### config.mk
export PLATFORM = sky130hd
export DESIGN_NAME = two_wire_bus_master_unit
export DESIGN_NICKNAME = d
export VERILOG_FILES = /design/src/rtl/twb_pkg.sv /design/src/rtl/twb_front.sv /design/src/rtl/twb_back.sv /design/src/rtl/twb_csr.sv /design/src/rtl/two_wire_bus_master_unit.sv
export VERILOG_INCLUDE_DIRS = /design/src /design/src/rtl
export SDC_FILE = /design/constraint.sdc
export NUM_CORES = 1
export LEC_CHECK = 0
export BUFFER_PORTS_ARGS = -buffer_cell sky130_fd_sc_hd__buf_2
export CORE_MARGIN = 3
export CORE_UTILIZATION = 30
export CTS_BUF_LIST = sky130_fd_sc_hd__clkbuf_4
export DETAILED_ROUTE_END_ITERATION = 12
export SLEW_MARGIN = 30
export SYNTH_ARGS = -nofsm -noshare
export SYNTH_HDL_FRONTEND = slang
export SYNTH_HIERARCHICAL = 1
export SYNTH_SLANG_ARGS = --single-unit
### constraint.sdc
create_clock -name clock -period 3.2 [get_ports clock]
set_input_delay 0.48 -clock clock [delete_from_list [all_inputs] [get_ports clock]]
set_output_delay 0.48 -clock clock [all_outputs]
set_load 0.1 [all_outputs]
### src/rtl/two_wire_bus_master_unit_macros.svh
// Assertion macros for the two-wire bus master.
`ifndef TWO_WIRE_BUS_MASTER_UNIT_MACROS_SVH
`define TWO_WIRE_BUS_MASTER_UNIT_MACROS_SVH
// Implication checked on every rising clock edge outside reset.
`define TWB_ASSERT_IMP(label, clk, rst, ante, cons) \
   label: assert property (@(posedge clk) disable iff (rst) (ante) |-> (cons)) \
      else $error("assertion failed");
// Next-cycle implication checked outside reset.
`define TWB_ASSERT_NEXT(label, clk, rst, ante, cons) \
   label: assert property (@(posedge clk) disable iff (rst) (ante) |=> (cons)) \
      else $error("assertion failed");
`endif

### src/rtl/twb_pkg.sv
// Package: types, codes and constants of the two-wire bus master.
`timescale 1ns / 1ps
package twb_pkg;
   localparam int CountWidth = 8;

   typedef enum logic [2:0] {
      KIND_TICK    = 3'd0,
      KIND_START   = 3'd1,
      KIND_STOP    = 3'd2,
      KIND_WRITE   = 3'd3,
      KIND_READ    = 3'd4,
      KIND_SSTART  = 3'd5,
      KIND_SCMD    = 3'd6,
      KIND_SREAD16 = 3'd7
   } kind_type;

   typedef enum logic [1:0] {
      REG_SHORT = 2'd0,
      REG_MID   = 2'd1,
      REG_LONG  = 2'd2
   } reg_index_type;

   // Classified transaction passed from front to back.
   typedef struct packed {
      kind_type    kind;
      logic [7:0]  data_byte;
      logic        ack_enable;
      logic        sda_in;
   } item_type;

   // One result transaction.
   typedef struct packed {
      logic        scl_level;
      logic        sda_released;
      logic        busy_res;
      logic        done_res;
      logic        ack_seen;
      logic [15:0] read_value;
      logic        ignored;
   } result_type;

   // Tick count loaded into the delay counter: zero becomes one.
   function automatic logic [CountWidth-1:0] load_ticks(input logic [7:0] v);
      logic [CountWidth-1:0] r;
      r = (v == 8'd0) ? CountWidth'(1) : CountWidth'(v);
      return r;
   endfunction
endpackage

### src/rtl/twb_front.sv
// Front part: input transaction register that feeds the sequencer queue.
`timescale 1ns / 1ps
module twb_front (
   input  logic               clock,
   input  logic               reset,
   input  logic               req_tvalid,
   output logic               req_tready,
   input  logic [2:0]         req_tuser,
   input  logic [15:0]        req_tdata,
   output logic               q_valid,
   input  logic               q_ready,
   output twb_pkg::item_type  q_item
);
   logic              full_ff, full_in;
   twb_pkg::item_type item_ff, item_in;

   assign req_tready = !full_ff || q_ready;
   assign q_valid    = full_ff;
   assign q_item     = item_ff;

   // One-entry queue slot that can refill in the same cycle as it drains.
   always_comb begin
      full_in = full_ff;
      item_in = item_ff;
      if (req_tvalid && req_tready) begin
         full_in = 1'b1;
         item_in.kind       = twb_pkg::kind_type'(req_tuser);
         item_in.data_byte  = req_tdata[7:0];
         item_in.ack_enable = req_tdata[8];
         item_in.sda_in     = req_tdata[9];
      end else if (q_ready) begin
         full_in = 1'b0;
      end
   end

   always_ff @(posedge clock) begin
      if (reset) begin
         full_ff <= 1'b0;
      end else begin
         full_ff <= full_in;
      end
      item_ff <= item_in;
   end
endmodule

### src/rtl/twb_back.sv
// Back part: bus sequencer advanced by each transaction (delay count or phase), with output register.
`timescale 1ns / 1ps
module twb_back (
   input  logic                clock,
   input  logic                reset,
   input  logic                q_valid,
   output logic                q_ready,
   input  twb_pkg::item_type   q_item,
   input  logic [7:0]          short_ticks,
   input  logic [7:0]          mid_ticks,
   input  logic [7:0]          long_ticks,
   output logic                rsp_tvalid,
   input  logic                rsp_tready,
   output twb_pkg::result_type rsp_res
);
   localparam int CW = twb_pkg::CountWidth;

   logic [2:0]  op_ff, op_in;
   logic [4:0]  ph_ff, ph_in;
   logic [4:0]  bc_ff, bc_in;
   logic [CW-1:0] dc_ff, dc_in;
   logic [15:0] sw_ff, sw_in;
   logic        scl_ff, scl_in, sda_ff, sda_in_r, ack_ff, ack_in;
   logic        ov_ff, ov_in;
   twb_pkg::result_type res_ff, res_in;

   logic [CW-1:0] s_t, m_t, l_t, one_t, zero_t;
   logic fire, fin, done;
   logic [15:0] sh8;
   logic sda;
   logic [2:0] k;

   assign s_t = twb_pkg::load_ticks(short_ticks);
   assign m_t = twb_pkg::load_ticks(mid_ticks);
   assign l_t = twb_pkg::load_ticks(long_ticks);
   assign one_t = CW'(1);
   assign zero_t = '0;
   assign q_ready = !ov_ff || rsp_tready;
   assign rsp_tvalid = ov_ff;
   assign rsp_res = res_ff;
   assign sda = q_item.sda_in;
   assign k = q_item.kind;
   assign sh8 = {8'd0, sw_ff[6:0], 1'b0};

   // Next state of the sequencer for one transaction.
   always_comb begin
      op_in = op_ff; ph_in = ph_ff; bc_in = bc_ff; dc_in = dc_ff; sw_in = sw_ff;
      scl_in = scl_ff; sda_in_r = sda_ff; ack_in = ack_ff;
      fire = 1'b0; fin = 1'b0; done = 1'b0;
      res_in = '0;
      if (k != twb_pkg::KIND_TICK) begin
         if (op_ff != twb_pkg::KIND_TICK) begin
            res_in.ignored = 1'b1;
         end else begin
            op_in = k; bc_in = '0; ph_in = '0;
            case (k)
               twb_pkg::KIND_START: begin sda_in_r = 1'b1; dc_in = l_t; end
               twb_pkg::KIND_STOP: begin sda_in_r = 1'b0; dc_in = l_t; end
               twb_pkg::KIND_WRITE: begin
                  sw_in = {8'd0, q_item.data_byte}; sda_in_r = q_item.data_byte[7];
                  dc_in = s_t;
               end
               twb_pkg::KIND_READ: begin
                  ack_in = q_item.ack_enable; sw_in = '0; sda_in_r = 1'b1; dc_in = s_t;
               end
               twb_pkg::KIND_SSTART: begin sda_in_r = 1'b1; dc_in = one_t; end
               twb_pkg::KIND_SCMD: begin
                  sw_in = {8'd0, q_item.data_byte}; scl_in = 1'b0;
                  sda_in_r = q_item.data_byte[7]; dc_in = s_t;
               end
               default: begin
                  sw_in = '0; scl_in = 1'b0; sda_in_r = 1'b1; dc_in = s_t;
               end
            endcase
         end
      end else if (op_ff != twb_pkg::KIND_TICK) begin
         if (op_ff == twb_pkg::KIND_SCMD && (ph_ff == 5'd2 || ph_ff == 5'd5)) fire = !sda;
         else if (op_ff == twb_pkg::KIND_SCMD && ph_ff == 5'd4) fire = sda;
         else if (dc_ff > one_t) dc_in = dc_ff - one_t;
         else fire = 1'b1;
         if (fire) begin
            case (op_ff)
               twb_pkg::KIND_START, twb_pkg::KIND_STOP: begin
                  if (ph_ff == 5'd0) begin scl_in = 1'b1; ph_in = 5'd1; dc_in = l_t; end
                  else if (ph_ff == 5'd1) begin
                     sda_in_r = (op_ff == twb_pkg::KIND_STOP); ph_in = 5'd2; dc_in = l_t;
                  end else begin
                     if (op_ff == twb_pkg::KIND_START) scl_in = 1'b0;
                     fin = 1'b1;
                  end
               end
               twb_pkg::KIND_WRITE: begin
                  unique case (ph_ff)
                     5'd0: begin scl_in = 1'b1; ph_in = 5'd1; dc_in = m_t; end
                     5'd1: begin scl_in = 1'b0; ph_in = 5'd2; dc_in = s_t; end
                     5'd2: begin
                        sw_in = sh8;
                        if (bc_ff < 5'd7) begin
                           bc_in = bc_ff + 5'd1; sda_in_r = sh8[7];
                           ph_in = 5'd0; dc_in = s_t;
                        end else begin sda_in_r = 1'b1; ph_in = 5'd3; dc_in = s_t; end
                     end
                     5'd3: begin scl_in = 1'b1; ph_in = 5'd4; dc_in = m_t; end
                     5'd4: begin
                        ack_in = !sda; scl_in = 1'b0; ph_in = 5'd5; dc_in = l_t;
                     end
                     default: fin = 1'b1;
                  endcase
               end
               twb_pkg::KIND_READ: begin
                  unique case (ph_ff)
                     5'd0: begin ph_in = 5'd1; dc_in = s_t; end
                     5'd1: begin scl_in = 1'b1; ph_in = 5'd2; dc_in = m_t; end
                     5'd2: begin
                        sw_in = {8'd0, sw_ff[6:0], sda};
                        scl_in = 1'b0; ph_in = 5'd3; dc_in = s_t;
                     end
                     5'd3: begin
                        if (bc_ff < 5'd7) begin
                           bc_in = bc_ff + 5'd1; ph_in = 5'd1; dc_in = s_t;
                        end else begin sda_in_r = !ack_ff; ph_in = 5'd4; dc_in = s_t; end
                     end
                     5'd4: begin scl_in = 1'b1; ph_in = 5'd5; dc_in = m_t; end
                     5'd5: begin scl_in = 1'b0; ph_in = 5'd6; dc_in = s_t; end
                     5'd6: begin sda_in_r = 1'b1; ph_in = 5'd7; dc_in = l_t; end
                     default: fin = 1'b1;
                  endcase
               end
               twb_pkg::KIND_SSTART: begin
                  dc_in = one_t; ph_in = ph_ff + 5'd1;
                  unique case (ph_ff)
                     5'd0: scl_in = 1'b1;
                     5'd1: sda_in_r = 1'b0;
                     5'd2: scl_in = 1'b0;
                     5'd3: scl_in = 1'b1;
                     5'd4: sda_in_r = 1'b1;
                     default: begin scl_in = 1'b0; fin = 1'b1; end
                  endcase
               end
               twb_pkg::KIND_SCMD: begin
                  unique case (ph_ff)
                     5'd0: begin scl_in = 1'b1; ph_in = 5'd1; dc_in = m_t; end
                     5'd1: begin
                        sw_in = sh8; scl_in = 1'b0;
                        if (bc_ff < 5'd7) begin
                           bc_in = bc_ff + 5'd1; sda_in_r = sh8[7];
                           ph_in = 5'd0; dc_in = s_t;
                        end else begin sda_in_r = 1'b1; ph_in = 5'd2; dc_in = zero_t; end
                     end
                     5'd2: begin scl_in = 1'b1; ph_in = 5'd3; dc_in = one_t; end
                     5'd3: begin scl_in = 1'b0; ph_in = 5'd4; dc_in = zero_t; end
                     5'd4: begin ph_in = 5'd5; dc_in = zero_t; end
                     default: fin = 1'b1;
                  endcase
               end
               default: begin
                  unique case (ph_ff)
                     5'd0: begin scl_in = 1'b1; ph_in = 5'd1; dc_in = m_t; end
                     5'd1: begin
                        scl_in = 1'b0;
                        if (bc_ff == 5'd8) begin
                           sda_in_r = 1'b1; bc_in = 5'd9; ph_in = 5'd0; dc_in = s_t;
                        end else begin
                           sw_in = {sw_ff[14:0], sda}; ph_in = 5'd2; dc_in = s_t;
                        end
                     end
                     5'd2: begin
                        if (bc_ff < 5'd16) begin
                           bc_in = bc_ff + 5'd1;
                           if (bc_ff == 5'd7) sda_in_r = 1'b0;
                           ph_in = 5'd0; dc_in = s_t;
                        end else fin = 1'b1;
                     end
                     default: fin = 1'b1;
                  endcase
               end
            endcase
         end
         if (fin) begin
            done = 1'b1;
            if (op_ff == twb_pkg::KIND_WRITE) res_in.ack_seen = ack_in;
            if (op_ff == twb_pkg::KIND_READ || op_ff == twb_pkg::KIND_SREAD16)
               res_in.read_value = sw_in;
            op_in = twb_pkg::KIND_TICK; ph_in = '0; dc_in = '0;
         end
      end
      res_in.scl_level = scl_in;
      res_in.sda_released = sda_in_r;
      res_in.busy_res = (op_in != twb_pkg::KIND_TICK);
      res_in.done_res = done;
   end

   assign ov_in = (q_valid && q_ready) ? 1'b1 : (rsp_tready ? 1'b0 : ov_ff);

   always_ff @(posedge clock) begin
      if (reset) begin
         op_ff <= '0; ph_ff <= '0; bc_ff <= '0; dc_ff <= '0; sw_ff <= '0;
         scl_ff <= 1'b1; sda_ff <= 1'b1; ack_ff <= 1'b0; ov_ff <= 1'b0;
      end else begin
         ov_ff <= ov_in;
         if (q_valid && q_ready) begin
            op_ff <= op_in; ph_ff <= ph_in; bc_ff <= bc_in; dc_ff <= dc_in;
            sw_ff <= sw_in; scl_ff <= scl_in; sda_ff <= sda_in_r; ack_ff <= ack_in;
         end
      end
      if (q_valid && q_ready) res_ff <= res_in;
   end
endmodule

### src/rtl/twb_csr.sv
// Tick-count configuration registers.
`timescale 1ns / 1ps
module twb_csr (
   input  logic       clock,
   input  logic       reset,
   input  logic       csr_we,
   input  logic [1:0] csr_index,
   input  logic [7:0] csr_wdata,
   output logic [7:0] short_ticks,
   output logic [7:0] mid_ticks,
   output logic [7:0] long_ticks
);
   logic [7:0] s_ff, m_ff, l_ff;
   assign short_ticks = s_ff;
   assign mid_ticks = m_ff;
   assign long_ticks = l_ff;

   // Register write decode.
   always_ff @(posedge clock) begin
      if (reset) begin
         s_ff <= 8'd2; m_ff <= 8'd5; l_ff <= 8'd10;
      end else if (csr_we) begin
         unique case (csr_index)
            twb_pkg::REG_SHORT: s_ff <= csr_wdata;
            twb_pkg::REG_MID:   m_ff <= csr_wdata;
            twb_pkg::REG_LONG:  l_ff <= csr_wdata;
            default: ;
         endcase
      end
   end
endmodule

### src/rtl/two_wire_bus_master_unit.sv
// Top level of the two-wire bus master.
//  channel | direction | tdata                                  | tuser
//  req     | in        | data_byte, ack_enable, sda_in          | kind
//  rsp     | out       | scl_level, sda_released, busy_res,     | -
//          |           | done_res, ack_seen, read_value, ignored|
//  csr     | in        | write enable, index 0..2, 8-bit value  | -
// One transaction per clock unless stalled; each tick steps a delay or phase.
// Results pass through the front slot, then the sequencer result register.
// Synchronous reset clears state; ticks reload to 2, 5 and 10.
// Either side may stall; the slot and output register hold their contents.
`timescale 1ns / 1ps
`include "two_wire_bus_master_unit_macros.svh"
module two_wire_bus_master_unit (
   input  logic        clock,
   input  logic        reset,
   input  logic        req_tvalid,
   output logic        req_tready,
   input  logic [15:0] req_tdata,   // data_byte[7:0], ack_enable[8], sda_in[9]
   input  logic [2:0]  req_tuser,   // kind
   output logic        rsp_tvalid,
   input  logic        rsp_tready,
   output logic [23:0] rsp_tdata,   // scl_level, sda_released, busy_res, done_res,
                                    // ack_seen, read_value[20:5], ignored[21]
   input  logic        csr_we,
   input  logic [1:0]  csr_index,
   input  logic [7:0]  csr_wdata
);
   logic q_valid, q_ready;
   twb_pkg::item_type q_item;
   twb_pkg::result_type res;
   logic [7:0] s_t, m_t, l_t;

   twb_csr u_csr (.clock, .reset, .csr_we, .csr_index, .csr_wdata,
      .short_ticks(s_t), .mid_ticks(m_t), .long_ticks(l_t));
   twb_front u_front (.clock, .reset, .req_tvalid, .req_tready, .req_tuser,
      .req_tdata, .q_valid, .q_ready, .q_item);
   twb_back u_back (.clock, .reset, .q_valid, .q_ready, .q_item,
      .short_ticks(s_t), .mid_ticks(m_t), .long_ticks(l_t),
      .rsp_tvalid, .rsp_tready, .rsp_res(res));

   assign rsp_tdata = {2'b00, res.ignored, res.read_value, res.ack_seen,
      res.done_res, res.busy_res, res.sda_released, res.scl_level};

   `TWB_ASSERT_IMP(a_done_not_busy, clock, reset, rsp_tvalid && rsp_tdata[3], !rsp_tdata[2])
   `TWB_ASSERT_IMP(a_ign_not_done, clock, reset, rsp_tvalid && rsp_tdata[21], !rsp_tdata[3])
   `TWB_ASSERT_NEXT(a_rsp_hold, clock, reset, rsp_tvalid && !rsp_tready, rsp_tvalid)
endmodule
Word level (Yosys, flattened, before mapping)
Cells that the tools add are included. W data, S select, Z words.

Bits of input ports: 34. Register bits: 101. Memories kept: 0. Output and inout bits: 26. RAM bits: 0. ROM bits: 0. Bits in latches: 0.

$add $sub $neg: 3. Shift-type cells: 0. $lt $le $gt $ge: 3. Bitwise gates (word level): 4. Eq/ne operators: 36. Reduce and logical (&&, ||, !) cells: 57. Multiply operators: 0. Div/mod/pow operators: 0. Muxes and demuxes: 124.

Operator list (number): $mux W16 (9); $mux W8 (15); $mux W5 (17); $pmux W5 S5 (3); $pmux W8 S3 (3); $pmux W16 S4 (1); $mux W1 (47); $pmux W8 S5 (1); $pmux W5 S7 (1); $pmux W16 S2 (1); $pmux W8 S4 (1); $logic_not A8 Y1 (3); $reduce_or A2 Y1 (12); $eq A3 B3 Y1 const B (7); $eq A5 B3 Y1 const B (4); $pmux W1 S2 (10); $pmux W5 S4 (1); $pmux W8 S2 (1); $mux W3 (5); $pmux W5 S3 (1); $eq A3 B2 Y1 const B (4); $ne A6 B4 Y1 const B (2); $reduce_bool A3 Y1 (4); $reduce_or A4 Y1 (3); other kinds (41) (71).

Longest topological paths before layout
Gate-level depths: netlist of run 1.

Word-level depth: 13. Mapped depth: 12. Gate-level depth less buffers: 9.

Cells and area by module
The synthesis of run 1 kept the hierarchy.

By module, submodules not included: twb_back (sequential area each 1481.4 um^2, cells an instance 658, instances 1, area each 5390.2 um^2); twb_csr (sequential area each 480.5 um^2, cells an instance 96, instances 1, area each 994.7 um^2); twb_front (sequential area each 410.4 um^2, cells an instance 18, instances 1, area each 445.4 um^2); two_wire_bus_master_unit (sequential area each 0.0 um^2, cells an instance 3, instances 1, area each 18.8 um^2).

Least setup slack after synthesis of run 1
Ideal clock, no wire load.

Kind: register -> register. From: reg u_front.item_ff (netlist bit u_front/q_item[12]). To: reg u_back.sw_ff[10]. Arrival time: 2687 ps. Stages on the path, launching flop included: 13. Required time: 3141 ps. Setup time: 59 ps. Period minus slack after synthesis: 2746 ps. Slack: 454 ps. Cell sequence: edfxtp_1 buf_6 or3_4 buf_6 inv_8 clkbuf_1 ha_1 nor3_4 o21ai_2 buf_6 a21oi_1 nor2_1 a22o_1.

Longest elaborated chain between the ends: 4. Elaborated cells on any way between the ends: 10.

Ends and longest elaborated chain: start, declared (RTL line twb_front.sv:15) `twb_pkg::item_type item_ff, item_in;`; start signal, assigned (RTL line twb_front.sv:42) `item_ff <= item_in;`; $eq A3 B1 Y1, or another cell as far along (RTL line twb_back.sv:56) `case (k)`; $reduce_or A3 Y1 (no line); $ne A2 B1 Y1 (no line); $reduce_and A4 Y1 (no line); end signal, assigned (RTL line twb_back.sv:203) `sw_ff <= sw_in; scl_ff <= scl_in; sda_ff <= sda_in_r; ack_ff <= ack_in;`; end, declared (RTL line twb_back.sv:22) `logic [15:0] sw_ff, sw_in;`.

Several ways; a longest one is shown, not always the timed one. A chain may end at the register's enable or synchronous reset.

Worst setup path after layout of run 1
From: reg u_back.ph_ff[0]. To: reg u_back.sw_ff[13].

Longest elaborated chain between the ends: 9. Elaborated cells on any way between the ends: 19.

Ends and longest elaborated chain: start, declared (RTL line twb_back.sv:19) `logic [4:0] ph_ff, ph_in;`; start signal, assigned (RTL line twb_back.sv:202) `op_ff <= op_in; ph_ff <= ph_in; bc_ff <= bc_in; dc_ff <= dc_in;`; $eq A5 B3 Y1, or another cell as far along (RTL line twb_back.sv:78) `else if (op_ff == twb_pkg::KIND_SCMD && ph_ff == 5'd4) fire = sda;`; $logic_and A1 B1 Y1 / $logic_or A1 B1 Y1 (equally long branches) (RTL line twb_back.sv:78, twb_back.sv:77); $mux W1 / $logic_and A1 B1 Y1 (equally long branches) (RTL line twb_back.sv:78, twb_back.sv:77); $mux W1 (RTL line twb_back.sv:77) `if (op_ff == twb_pkg::KIND_SCMD && (ph_ff == 5'd2 || ph_ff == 5'd5)) fire = !sda;`; $mux W1 (RTL line twb_back.sv:76) `end else if (op_ff != twb_pkg::KIND_TICK) begin`; $mux W1 (RTL line twb_back.sv:51) `if (k != twb_pkg::KIND_TICK) begin`; $mux W16 (*) (RTL line twb_back.sv:81) `if (fire) begin`; $mux W16 (*) (RTL line twb_back.sv:76); $mux W16 (*) (RTL line twb_back.sv:51).

Every way passes the cells marked *; elsewhere a longest branch is shown, timed or not. The select of a mux whose other input is x is not followed.

==> run summary, run 1 <==
The flow ran to the end, and the final reports show no timing, DRC or antenna violations. The placed instances occupy a cell area of 7560 um2. Walking the worst path, the cells encountered are inv_1, ha_1, nor4bb_2, a2111oi_4, o221a_4, nand3_4, a21oi_1, nor2_1, a22o_1. The number of max-slew violations in the final report was 0; the height of the die was 157 um. Dividing the detail-routed wire length by the instance count gives 19.8 um. TritonCTS built the clock tree. Adding up every negative setup slack in the final design gives 0 ns.

In the synthesized netlist, the number of instances is 775. In this run the cell area of the synthesized design comes to 6850 um2. The tools report the startpoint type of the worst setup path as a flip-flop. Per report_power, the combinational group accounts for 27.6% of the total. Headroom to the max-slew limit came out at 46.4%.

IR analysis of the VDD net gives a maximum drop of 0.212 mV. The power share of the clock group came out at 24.5%. The tree built by TritonCTS fans out to 101 sinks.

Broken down by cell family, the worst path's largest delay share belongs to simple AND/OR/NAND/NOR gates. The layout overhead on the synthesized area was 13.0%. Port buffering added 51 buffers. The total overflow left after global routing is 0.

Counting distinct cell types in the post-synthesis netlist gives 100. Summing all non-filler instances in the final layout gives an area of 7740 um2. For the number of endpoints with negative hold slack in the final report, the log shows 0. The largest single stage delay on the critical path is 0.51 ns. Once placement completed, the tool counted placed cells totaling 1,098. The Yosys warning count came out at 6.

The tools report the total leakage power as 2.83 nW. The power density of the placed cells is 390 nW/um2. Synthesis inferred 101 register bits. The average vias per placed instance was 5.90. Setup repair after global routing left no endpoint under its margin.

The class of the worst hold path was input port to flip-flop. The number of hold buffers added after CTS was 0. The logs give 34.9 mm for the wire length of the first global-routing pass and 60 for the number of top-level pins. The internal power was 1.88 mW.

The via count of the first global-routing pass was 6,242; the total routing resource utilization after global routing was 17.7%. After detailed routing, the total wire length is 22.1 mm. The run gives 2 as the maximum clock insertion buffer count. At the later pin of the worst-skew pair, clock insertion delay measures 0.53 ns. The async set or reset register ratio after synthesis was 0%. Clock-pin slew was measured on the worst setup and hold paths at 0.21 ns. Max-cap violations in this run came to 0. The final total power is 3.02 mW.

The cell count of the worst hold path is 1, and the maximum achievable frequency is 330 MHz. The tools report the number of nets at the end of the flow as 874. The initial utilization of the core area, before any placement, comes to 31.0%. The share of total power dissipated in sequential elements is 47.9%. Number of setup violations in the final report: 0.

The period utilization came out at 94.6%. The pre-antenna-repair detailed-routing pass consisted of 7 iterations. The HPWL reported at the end of detailed placement was 16.1 mm; the final period demand of the worst path was 3.03 ns. The average footprint of a synthesized cell is 8.84 um2. The finished layout holds 1,115 standard cells, fillers aside.

For the pin with the worst max-slew slack, the measured transition is 0.804 ns. In this run switching power makes up 37.6% of total power. Cells with a size suffix above 1 make up 20.0% of the layout. The tools report the sort of element at the end of the critical path as a flip-flop. Worst path arrival time: 3.51 ns.

Measured in cells, the most critical reg-to-reg path has a length of 9. The CTS buffer count was 9. The total of fill cells in the finished design is 2,265, and the final clock skew is 0.0365 ns. The die covers 24,700 um2. The critical path runs through a total of 9 cells.

Entering global routing, the biggest net connects 43 pins. Root buffer selected by CTS: sky130_fd_sc_hd__clkbuf_4. Sequential element share of the synthesized area: 34.6%.

The routed layout has 6,576 vias. For this run, the leading register cell type out of synthesis is sky130_fd_sc_hd__dfxtp_1. The slowest stage of the critical path belongs to the cell sky130_fd_sc_hd__nor4bb_2.

The floorplan has 54 rows. The logs give 0.958 for the final weighted congestion in routability-driven placement and 0 for the total DRC errors in the routed layout. For the area of the core, the log shows 22,100 um2.

From left edge to right edge, the die measures 157 um. In this run the worst path has a maximum fanout of 12. The number of antenna violations at the first check in global routing is 1, and the remaining antenna violation count is 0.

The synthesized design contains 35 enable-type register cells. The H-tree generated during clock tree synthesis spans 3 levels. The run gives 1.13 mW as the net switching power of the design.

The logs give 972 for the number of design-rule violations left by the first detailed-router iteration and 3.68 ns for the data required time at the worst endpoint. The count of buffering cells on the critical path with inverters included works out to 1. The worst setup path is of the flip-flop to flip-flop kind.
## final timing paths
kind	end	start	slack, ns
setup / recovery	u_back/sw_ff[13]	u_back/ph_ff[0]	0.17
hold / removal	u_front/q_item[2]	req_tdata[0]	0.11
setup reg to reg	u_back/sw_ff[13]	u_back/ph_ff[0]	0.17
hold reg to reg	u_csr/long_ticks[0]	u_csr/long_ticks[0]	0.50
## cells in the mapped netlist (all sizes together), types with 5 or more instances
library cell | count | area share [%]
and2 | 8 | 0.80
nor2 | 96 | 5.5
o211ai | 6 | 0.66
a221oi | 12 | 1.9
clkbuf | 31 | 1.7
a211oi | 8 | 0.88
nand3 | 20 | 1.8
o221ai | 6 | 0.86
a22oi | 29 | 3.2
inv | 16 | 0.99
nor4b | 6 | 0.99
a22o | 11 | 1.4
mux2i | 37 | 5.4
edfxtp | 35 | 15
or3 | 9 | 0.97
mux2 | 6 | 1.0
nor3 | 22 | 1.9
nor3b | 5 | 0.55
dfxtp | 66 | 19
nand2b | 35 | 3.3
a32oi | 5 | 0.75
ha | 11 | 2.0
a21oi | 47 | 3.5
nor4 | 12 | 1.2
a222oi | 7 | 1.0
nand2 | 35 | 2.0
nor2b | 10 | 0.91
o21a | 6 | 0.66
o21ai | 40 | 3.0
a21o | 5 | 0.55
o22ai | 15 | 1.4
buf | 30 | 2.8
## power by group through the flow
stage	Clock, mW	Combinational (mW)	Sequential, mW
5_1_grt	0.799	0.895	1.45
6_report	0.740	0.832	1.44
3_5_place_dp	0	0.814	1.47
3_3_place_gp	0	0.812	1.47
2_1_floorplan	0	0.519	1.53
4_1_cts	0.760	0.817	1.44
## repair_timing
| action | 4_1_cts | 5_1_grt |
|---|---|---|
| setup endpoints to repair | 0 | 41 |
| resized for setup | 0 | 3 |
| setup buffers | 0 | 0 |
| hold endpoints to repair | 0 | 0 |
## through the flow
step                      utilization, %  setup WS, ns  hold WS (ns)
after floorplan                        -         0.454         0.450
after global placement              34.2         0.216         0.467
after detailed placement            34.2         0.126         0.474
after CTS                           34.9         0.114        0.0814
after global routing                35.0       0.00190        0.0784
final                               35.0         0.172         0.105
## sequential cells by signal, indices dropped and copies added, names as in the netlist
name and flops:
u_back/ack_ff 1, u_csr/short_ticks 8, u_back/bc_ff 5, u_back/scl_ff 1
u_back/sda_ff 1, u_back/op_ff 3, u_csr/long_ticks 8, u_back/dc_ff 8
u_back/sw_ff 16, u_back/rsp_tvalid 1, u_front/q_item 13, u_back/rsp_res 22
u_back/ph_ff 5, u_front/q_valid 1, u_csr/mid_ticks 8
## placed cells by master, fill, tap and decap left out, types with 7 or more instances in the layout
cell,count
sky130_fd_sc_hd__a211oi_1,8
sky130_fd_sc_hd__a21oi_1,45
sky130_fd_sc_hd__a221oi_1,8
sky130_fd_sc_hd__a222oi_1,7
sky130_fd_sc_hd__a22o_1,11
sky130_fd_sc_hd__a22oi_1,29
sky130_fd_sc_hd__buf_2,51
sky130_fd_sc_hd__buf_4,50
sky130_fd_sc_hd__clkbuf_4,9
sky130_fd_sc_hd__dfxtp_1,66
sky130_fd_sc_hd__edfxtp_1,35
sky130_fd_sc_hd__ha_1,10
sky130_fd_sc_hd__inv_1,15
sky130_fd_sc_hd__mux2i_1,37
sky130_fd_sc_hd__nand2_1,34
sky130_fd_sc_hd__nand2b_1,34
sky130_fd_sc_hd__nand3_1,18
sky130_fd_sc_hd__nor2_1,92
sky130_fd_sc_hd__nor2b_1,10
sky130_fd_sc_hd__nor3_1,18
sky130_fd_sc_hd__nor4_1,11
sky130_fd_sc_hd__o21ai_0,36
sky130_fd_sc_hd__o22ai_1,15
sky130_fd_sc_hd__or3_1,7
## logic make-up (layout without fill, tap and decap cells)
family	after synthesis	in the layout	synth area share (%)
AND/OR/NAND/NOR	287	287	23.3
AO/OA/AOI/OAI	250	250	27.3
flip-flops	101	101	34.6
buffers and inverters	77	135	5.50
multiplexers	43	43	6.45
adder cells (fa/ha/maj)	13	13	2.30
XOR/XNOR	3	3	0.384
other	1	3	0.0548
## final cells by class
class | instances | area (um2) | area share (%)
clock buffer | 9 | 67.6 | 0.873
tap | 280 | 350 | 4.53
inverter | 16 | 67.6 | 0.873
clock inverter | 7 | 88.8 | 1.15
multi-input combinational | 598 | 4120 | 53.2
sequential | 101 | 2370 | 30.7
timing repair buffer | 103 | 671 | 8.67
antenna | 1 | 2.50 | 0.0323
## routing by layer
metal | wire length, um | GRT usage (%) | up-vias
met1 | 10100 | 25.7 | 3131
met4 | 725 | 5.99 | 0
met5 | 0 | 0 | -
met2 | 9470 | 26.5 | 322
li1 | - | - | 3063
met3 | 1770 | 3.33 | 60
No activity file was read; power rests on OpenSTA's default activity.
==> inputs of run 2 (changes only) <==
CAP_MARGIN = 0   (was unset)
CORE_ASPECT_RATIO = 1.75   (was unset)
PLACE_DENSITY_LB_ADDON = 0.2   (was unset)
==> run summary, run 2 (synthesized netlist as in run 1, its figures left out) <==
The mean routed wirelength per cell came out at 20.9 um (+5.3%). CTS H-tree depth: 3 (unchanged). The run gives 529 (-46%) as the number of design-rule violations left by the first detailed-router iteration.

The total DRC errors in the routed layout came out at 0 (unchanged). The root buffer cell chosen for the clock tree is sky130_fd_sc_hd__clkbuf_4. The worst register-to-register path ends at u_back/sda_ff.

The run gives 0 ns (unchanged) as the accumulated negative setup slack. The met2 track utilization from global routing was 35.8% (+9.3 points). The period utilization is 91.1% (-3.5 points), and the worst path arrival time is 3.39 ns (-0.12 ns). The detailed-route via count was 6,498 (-1.2%); the number of top-level pins was 60 (unchanged).

The via count of the first global-routing pass was 6,517 (+4.4%); the number of clock sinks was 101 (unchanged). Final period demand of the worst path: 2.92 ns (-0.112 ns). In this run the critical register-to-register path is launched from u_back/ph_ff[0]. The cell count of the worst hold path is 1 (unchanged), and the data required time at the worst endpoint is 3.67 ns (about the same).

The transition at the pin with the smallest max-transition slack is 0.824 ns (+0.0193 ns). The number of cell instances on the worst register-to-register path is 12 (+3), and the final cell count without fillers is 1,153 (+3.4%). The maximum fanout count along the critical path was 7 (-5); the number of setup violations in the final report was 0 (unchanged). met2 is the most crowded layer. The final clock skew was 0.0256 ns (-0.0109 ns).

Share of power burned in registers: 47.0% (-0.9 points). The worst setup path is of the flip-flop to flip-flop kind. The maximum achievable frequency was 343 MHz (+3.9%); the total die area was 24,800 um2 (+0.29%).

The tools report the final weighted congestion in routability-driven placement as 0.993 (+3.7%). The switching power as a share of total power is 35.6% (-2.0 points). The run finished with clean final reports. For the register-to-register setup slack, the log shows 0.28 ns (+0.11 ns).

The path with the worst hold slack has its endpoint at u_front/q_item[2]. For the latest clock arrival within the worst-skew pair, the log shows 0.52 ns (about the same). The tools report the count of max-cap constraint violations as 0 (unchanged).

Setup repair after global routing left no endpoint under its margin. The class of the worst hold path was input port to flip-flop. For the post-CTS setup buffer count, the log shows 0 (unchanged).

For the normalized max-slew margin, the log shows 45.0% (-1.3 points). The wire length of the first global-routing pass is 37.4 mm (+7.0%), and the horizontal extent of the die is 120 um (-23%). Total leakage power: 2.94 nW (+4.0%).

The maximum clock insertion buffer count is 2 (unchanged). TritonCTS built the clock tree. The run gives 0 (unchanged) as the number of endpoints with negative hold slack in the final report. The worst hold path begins at req_tdata[0].

The tools report the number of max-slew violations in the final report as 0 (unchanged). The number of placed instances, taps included is 1,136 (+3.5%), and the remaining antenna violation count is 0 (unchanged). The logs give 1.09 mW (-3.9%) for the net switching power of the design and 18.4 mm (+14%) for the HPWL reported at the end of detailed placement. The worst setup path is launched from a flip-flop. The total of buffers placed on input and output ports is 51 (unchanged), and the clock-pin slew of the registers on the worst-case setup and hold paths is 0.17 ns (-0.04 ns).

The library cell used most frequently in the layout, excluding fill and tap cells, is sky130_fd_sc_hd__nor2_1. The overall routed net length is 24.1 mm (+8.9%), and the first-pass detailed-route iteration total is 6 (-1). The logs give 1.97 mW (+4.7%) for the internal power and 1 (unchanged) for the number of antenna violations at the first check in global routing. The run gives 72 (+33%) as the number of rows in the core area.

The largest net degree at the start of global routing is 47 (+9.3%), and the initial core utilization is 30.8% (-0.22 points). The total routing resource utilization after global routing came out at 19.6% (+1.9 points). The number of flip-flops in the largest register was 22 (unchanged). The logs give 0.187 mV (-12%) for the peak supply drop and 2.19% (-1.1 points) for the fraction of met3 tracks used by global routing.

Compared with the post-synthesis result, the final layout area differs by 15.5%. The share of layout cells above drive strength 1 is 22.0% (+1.9 points), and the combinational group share of total power is 28.4% (+0.8 points). Sort of element at the end of the critical path: a flip-flop.

The tools report the met1 capacity usage during global routing as 20.3% (-5.3 points). The area of the core is 22,300 um2 (+0.71%). The top cell types in the final layout, fill and taps aside, are sky130_fd_sc_hd__nor2_1, sky130_fd_sc_hd__buf_4, sky130_fd_sc_hd__dfxtp_1. The power density of the placed cells was 387 nW/um2 (-0.75%); the number of nets at the end of the flow was 896 (+2.5%).

The power share of the clock group was 24.6% (about the same). Average vias per placed instance: 5.64 (-4.4%). The global-route congestion overflow total was 0 (unchanged); the height of the die was 206 um (+31%). The tools report the CTS buffer count as 9 (unchanged).
## run 2: changes by cell type in the layout (fill, tap and decap cells not counted), sizes merged
cell / previous run / this run
buf: 103 / 125
clkinv: 4 / 2
bufinv: 0 / 1
clkbuf: 9 / 10
## run 2: worst max path at each step
stage,startpoint,end,slack (ns),cells after the start
final,u_back/ph_ff[0],u_back/sda_ff,0.28,12
after global routing,u_back/ph_ff[0],u_back/dc_ff[0],0.12,11
after CTS,u_back/ph_ff[0],u_back/rsp_res[16],0.21,10
after detailed placement,u_back/ph_ff[0],u_back/rsp_res[16],0.26,10
after global placement,u_back/ph_ff[0],u_back/dc_ff[0],0.31,11
after floorplan,u_front/q_item[12],u_back/sw_ff[10],0.45,12
## run 2: routing by layer
metal / part of all wire [%] / wire length [um] / vias to the layer above
met3: 4.0 / 963 / 81
met2: 52 / 12600 / 218
met5: 0 / 0 / -
met4: 7.6 / 1830 / 0
li1: - / - / 3118
met1: 36 / 8670 / 3081
## run 2: area by class of cell
| class | count | area, um2 |
|---|---|---|
| Antenna cell | 1 | 2.50 |
| Clock buffer | 10 | 75.1 |
| Clock inverter | 6 | 80.1 |
| Fill cell | 2349 | 14300 |
| Inverter | 16 | 67.6 |
| Multi-Input combinational cell | 598 | 4120 |
| Sequential cell | 101 | 2370 |
| Tap cell | 296 | 370 |
| Timing Repair Buffer | 125 | 823 |
## run 2: critical path, stage by stage (launching register included)
cell and delay [ns]:
sky130_fd_sc_hd__dfxtp_1 0.37, sky130_fd_sc_hd__inv_1 0.12, sky130_fd_sc_hd__ha_1 0.34, sky130_fd_sc_hd__mux2i_1 0.22, sky130_fd_sc_hd__a211oi_1 0.41, sky130_fd_sc_hd__buf_4 0.19, sky130_fd_sc_hd__o221a_4 0.26, sky130_fd_sc_hd__buf_4 0.19
sky130_fd_sc_hd__buf_4 0.13, sky130_fd_sc_hd__nand2_4 0.05, sky130_fd_sc_hd__a221o_1 0.28, sky130_fd_sc_hd__a32oi_2 0.19, sky130_fd_sc_hd__a21bo_1 0.13
## run 2: through the flow
stage / power, mW / hold slack, ns / worst slack [ns] / utilization, % / cell area (um2)
finish: 3.06 / 0.120 / 0.284 / 35.5 / 7910
CTS: 3.10 / 0.0869 / 0.210 / 35.5 / 7900
detailed placement: 2.33 / 0.464 / 0.264 / 34.8 / 7740
floorplan: 2.05 / 0.450 / 0.454 / - / 6850
global placement: 2.33 / 0.465 / 0.311 / 34.8 / 7740
global route: 3.21 / 0.0759 / 0.122 / 35.5 / 7910
## run 2: power by group through the flow
stage | clock network, mW | registers (mW) | logic (mW)
after floorplan | 0 | 1.53 | 0.519
after global placement | 0 | 1.47 | 0.865
after detailed placement | 0 | 1.47 | 0.868
after CTS | 0.788 | 1.44 | 0.871
after global routing | 0.830 | 1.45 | 0.935
final | 0.752 | 1.44 | 0.870
## run 2: timing repair
| item | 4_1_cts | 5_1_grt |
|---|---|---|
| hold buffers | 0 | 0 |
| resized for setup | 0 | 1 |
| endpoints found under the setup margin | 0 | 2 |
| hold endpoints to repair | 0 | 0 |
==> inputs of run 3 (changes only) <==
PLACE_DENSITY = 0.58   (was unset)
PLACE_DENSITY_LB_ADDON = unset   (was 0.2)
==> run summary, run 3 (synthesized netlist as in run 1, its figures left out) <==
Kind of critical path: flip-flop to flip-flop. The run gives 72 (unchanged) as the number of rows in the core area. The area of the core is 22,300 um2 (unchanged), and the number of design-rule violations left by the first detailed-router iteration is 639 (+21%).

The run gives 0.23 ns (-0.05 ns) as the register-to-register setup slack. The logs give 0.110 ns (-0.0101 ns) for the post-route worst hold slack and 22.6 mm (-6.0%) for the overall routed net length. The wire length of the first global-routing pass is 35.7 mm (-4.6%). Number of top-level pins: 60 (unchanged). The logs give 3 (unchanged) for the CTS H-tree depth and 0 (unchanged) for the number of max-slew violations in the final report. Compared with the post-synthesis result, the final layout area differs by 12.8%.

The total DRC errors in the routed layout was 0 (unchanged). The peak supply drop was 0.159 mV (-15%). Leaving out fill and tap cells, the most frequent cell in the layout is sky130_fd_sc_hd__nor2_1. The average vias per placed instance was 5.80 (+2.9%). For the detailed-route via count, the log shows 6,550 (+0.80%).

The tools report the worst path arrival time as 3.40 ns (about the same). The final weighted congestion in routability-driven placement is 0.944 (-5.0%). The maximum fanout count along the critical path is 17 (+10). The total routing resource utilization after global routing came out at 18.5% (-1.2 points). The final period demand of the worst path is 2.97 ns (+0.0535 ns), and the post-CTS setup buffer count is 0 (unchanged).

The post-place setup slack was 0.266 ns (+0.00181 ns); the height of the die was 206 um (unchanged). The logs give 47.7% (+2.7 points) for the normalized max-slew margin and 2,364 (+0.64%) for the total of fill cells in the finished design. The maximum achievable frequency is 337 MHz (-1.8%).

The total leakage power came out at 2.82 nW (-4.0%). The maximum clock insertion buffer count is 2 (unchanged), and the final clock skew is 0.0267 ns (+0.00113 ns). The startpoint identified for the worst register-to-register timing path is u_back/ph_ff[4].

The number of clock sinks came out at 101 (unchanged). The period utilization was 92.8% (+1.7 points); the horizontal extent of the die was 120 um (unchanged). The share of layout cells above drive strength 1 was 19.6% (-2.4 points).

The run gives 7720 um2 (-2.4%) as the post-route standard cell area excluding fillers. The clock-pin slew of the registers on the worst-case setup and hold paths is 0.18 ns (about the same). In the layout the commonest cells are sky130_fd_sc_hd__nor2_1, sky130_fd_sc_hd__dfxtp_1, sky130_fd_sc_hd__buf_2. For the number of endpoints with negative hold slack in the final report, the log shows 0 (unchanged). The number of hold buffers added after cts was 0 (unchanged); the first-pass detailed-route iteration total was 6 (unchanged). The run gives 6,449 (-1.0%) as the via count of the first global-routing pass. The initial core utilization is 30.8% (unchanged), and the HPWL reported at the end of detailed placement is 16.9 mm (-7.9%).

The CTS buffer count came out at 9 (unchanged). The run gives 34.7% (-0.84 points) as the share of the core filled with cells in the final layout. The total of buffers placed on input and output ports was 51 (unchanged).

Mean routed wirelength per cell: 20.0 um (-4.1%). The worst setup path endpoint is u_back/dc_ff[3]. The tools report the remaining antenna violation count as 0 (unchanged). Post-layout worst setup margin: 0.230 ns (-0.0535 ns).

The tools report the number of setup violations in the final report as 0 (unchanged). The power density of the placed cells is 390 nW/um2 (+0.85%). The class of the worst hold path is input port to flip-flop.

TritonCTS built the clock tree. The run gives 45 (-4.3%) as the largest net degree at the start of global routing. The post-cts sizing count came out at 0 (unchanged). The tools report the number of antenna violations at the first check in global routing as 1 (unchanged). The flow ran to the end, and the final reports show no timing, DRC or antenna violations.

Setup repair after global routing left no endpoint under its margin. The global-route congestion overflow total was 0 (unchanged). Latest clock arrival within the worst-skew pair: 0.53 ns (about the same). The worst register-to-register path ends at u_back/dc_ff[3].

The number of flip-flops in the largest register was 22 (unchanged). The most critical setup path has its startpoint at u_back/ph_ff[4]. The tools report the count of max-cap constraint violations as 0 (unchanged).

The tools report the startpoint type of the worst setup path as a flip-flop. The accumulated negative setup slack was 0 ns (unchanged). The total die area is 24,800 um2 (unchanged), and the transition at the pin with the smallest max-transition slack is 0.783 ns (-0.0402 ns). The tree is rooted in a sky130_fd_sc_hd__clkbuf_4. For the placed standard-cell area, the log shows 7560 um2 (-2.3%).

The worst setup path is captured at a flip-flop. The data required time at the worst endpoint is 3.63 ns (-0.04 ns). For the number of nets at the end of the flow, the log shows 873 (-2.6%).

Number of cell instances on the worst register-to-register path: 7 (-5).
-- run 3: area by class of cell --
| type | count | area [um2] | share of cell area, % |
|---|---|---|---|
| tap | 296 | 370 | 4.80 |
| inverter | 16 | 67.6 | 0.875 |
| sequential | 101 | 2370 | 30.7 |
| multi-input combinational | 598 | 4100 | 53.1 |
| timing repair buffer | 102 | 651 | 8.43 |
| antenna | 1 | 2.50 | 0.0324 |
| clock inverter | 7 | 87.6 | 1.13 |
| clock buffer | 9 | 67.6 | 0.875 |
-- run 3: worst max-delay path: stages, from the launching register on --
cell and delay (ns):
sky130_fd_sc_hd__dfxtp_1 0.49, sky130_fd_sc_hd__or3_1 0.65, sky130_fd_sc_hd__nor2_2 0.68, sky130_fd_sc_hd__a22oi_1 0.21
sky130_fd_sc_hd__o221ai_1 0.24, sky130_fd_sc_hd__o21ai_0 0.21, sky130_fd_sc_hd__nor3b_1 0.19, sky130_fd_sc_hd__nor4_1 0.20
-- run 3: report_power, final --
group | total, mW | switching [mW] | internal (mW) | leakage [nW]
Clock | 0.755 | 0.498 | 0.257 | 0.0849
Combinational | 0.820 | 0.533 | 0.287 | 1.87
Sequential | 1.44 | 0.0546 | 1.38 | 0.872
Total | 3.01 | 1.08 | 1.93 | 2.82
-- run 3: per-layer routing --
layer	global-route usage, %	vias to the layer above	wire length [um]
li1	-	3060	-
met2	33.2	272	11600
met5	0	-	0
met1	19.3	3118	8190
met4	13.7	0	1670
met3	2.77	100	1170
-- run 3: worst min path at each step --
stage | startpoint | end | depth (start not counted)
floorplan | u_back/sw_ff[15] | u_back/sw_ff[15] | 1
global placement | u_csr/long_ticks[0] | u_csr/long_ticks[0] | 2
detailed placement | u_csr/long_ticks[0] | u_csr/long_ticks[0] | 2
CTS | req_tdata[1] | u_front/q_item[3] | 1
global route | req_tdata[1] | u_front/q_item[3] | 1
finish | req_tdata[1] | u_front/q_item[3] | 1
-- run 3: stage by stage --
step / power, mW / std cells
2_1_floorplan: 2.05 / 776
3_3_place_gp: 2.27 / 1113
3_5_place_dp: 2.28 / 1113
4_1_cts: 3.04 / 1129
5_1_grt: 3.15 / 1130
6_report: 3.01 / 1130
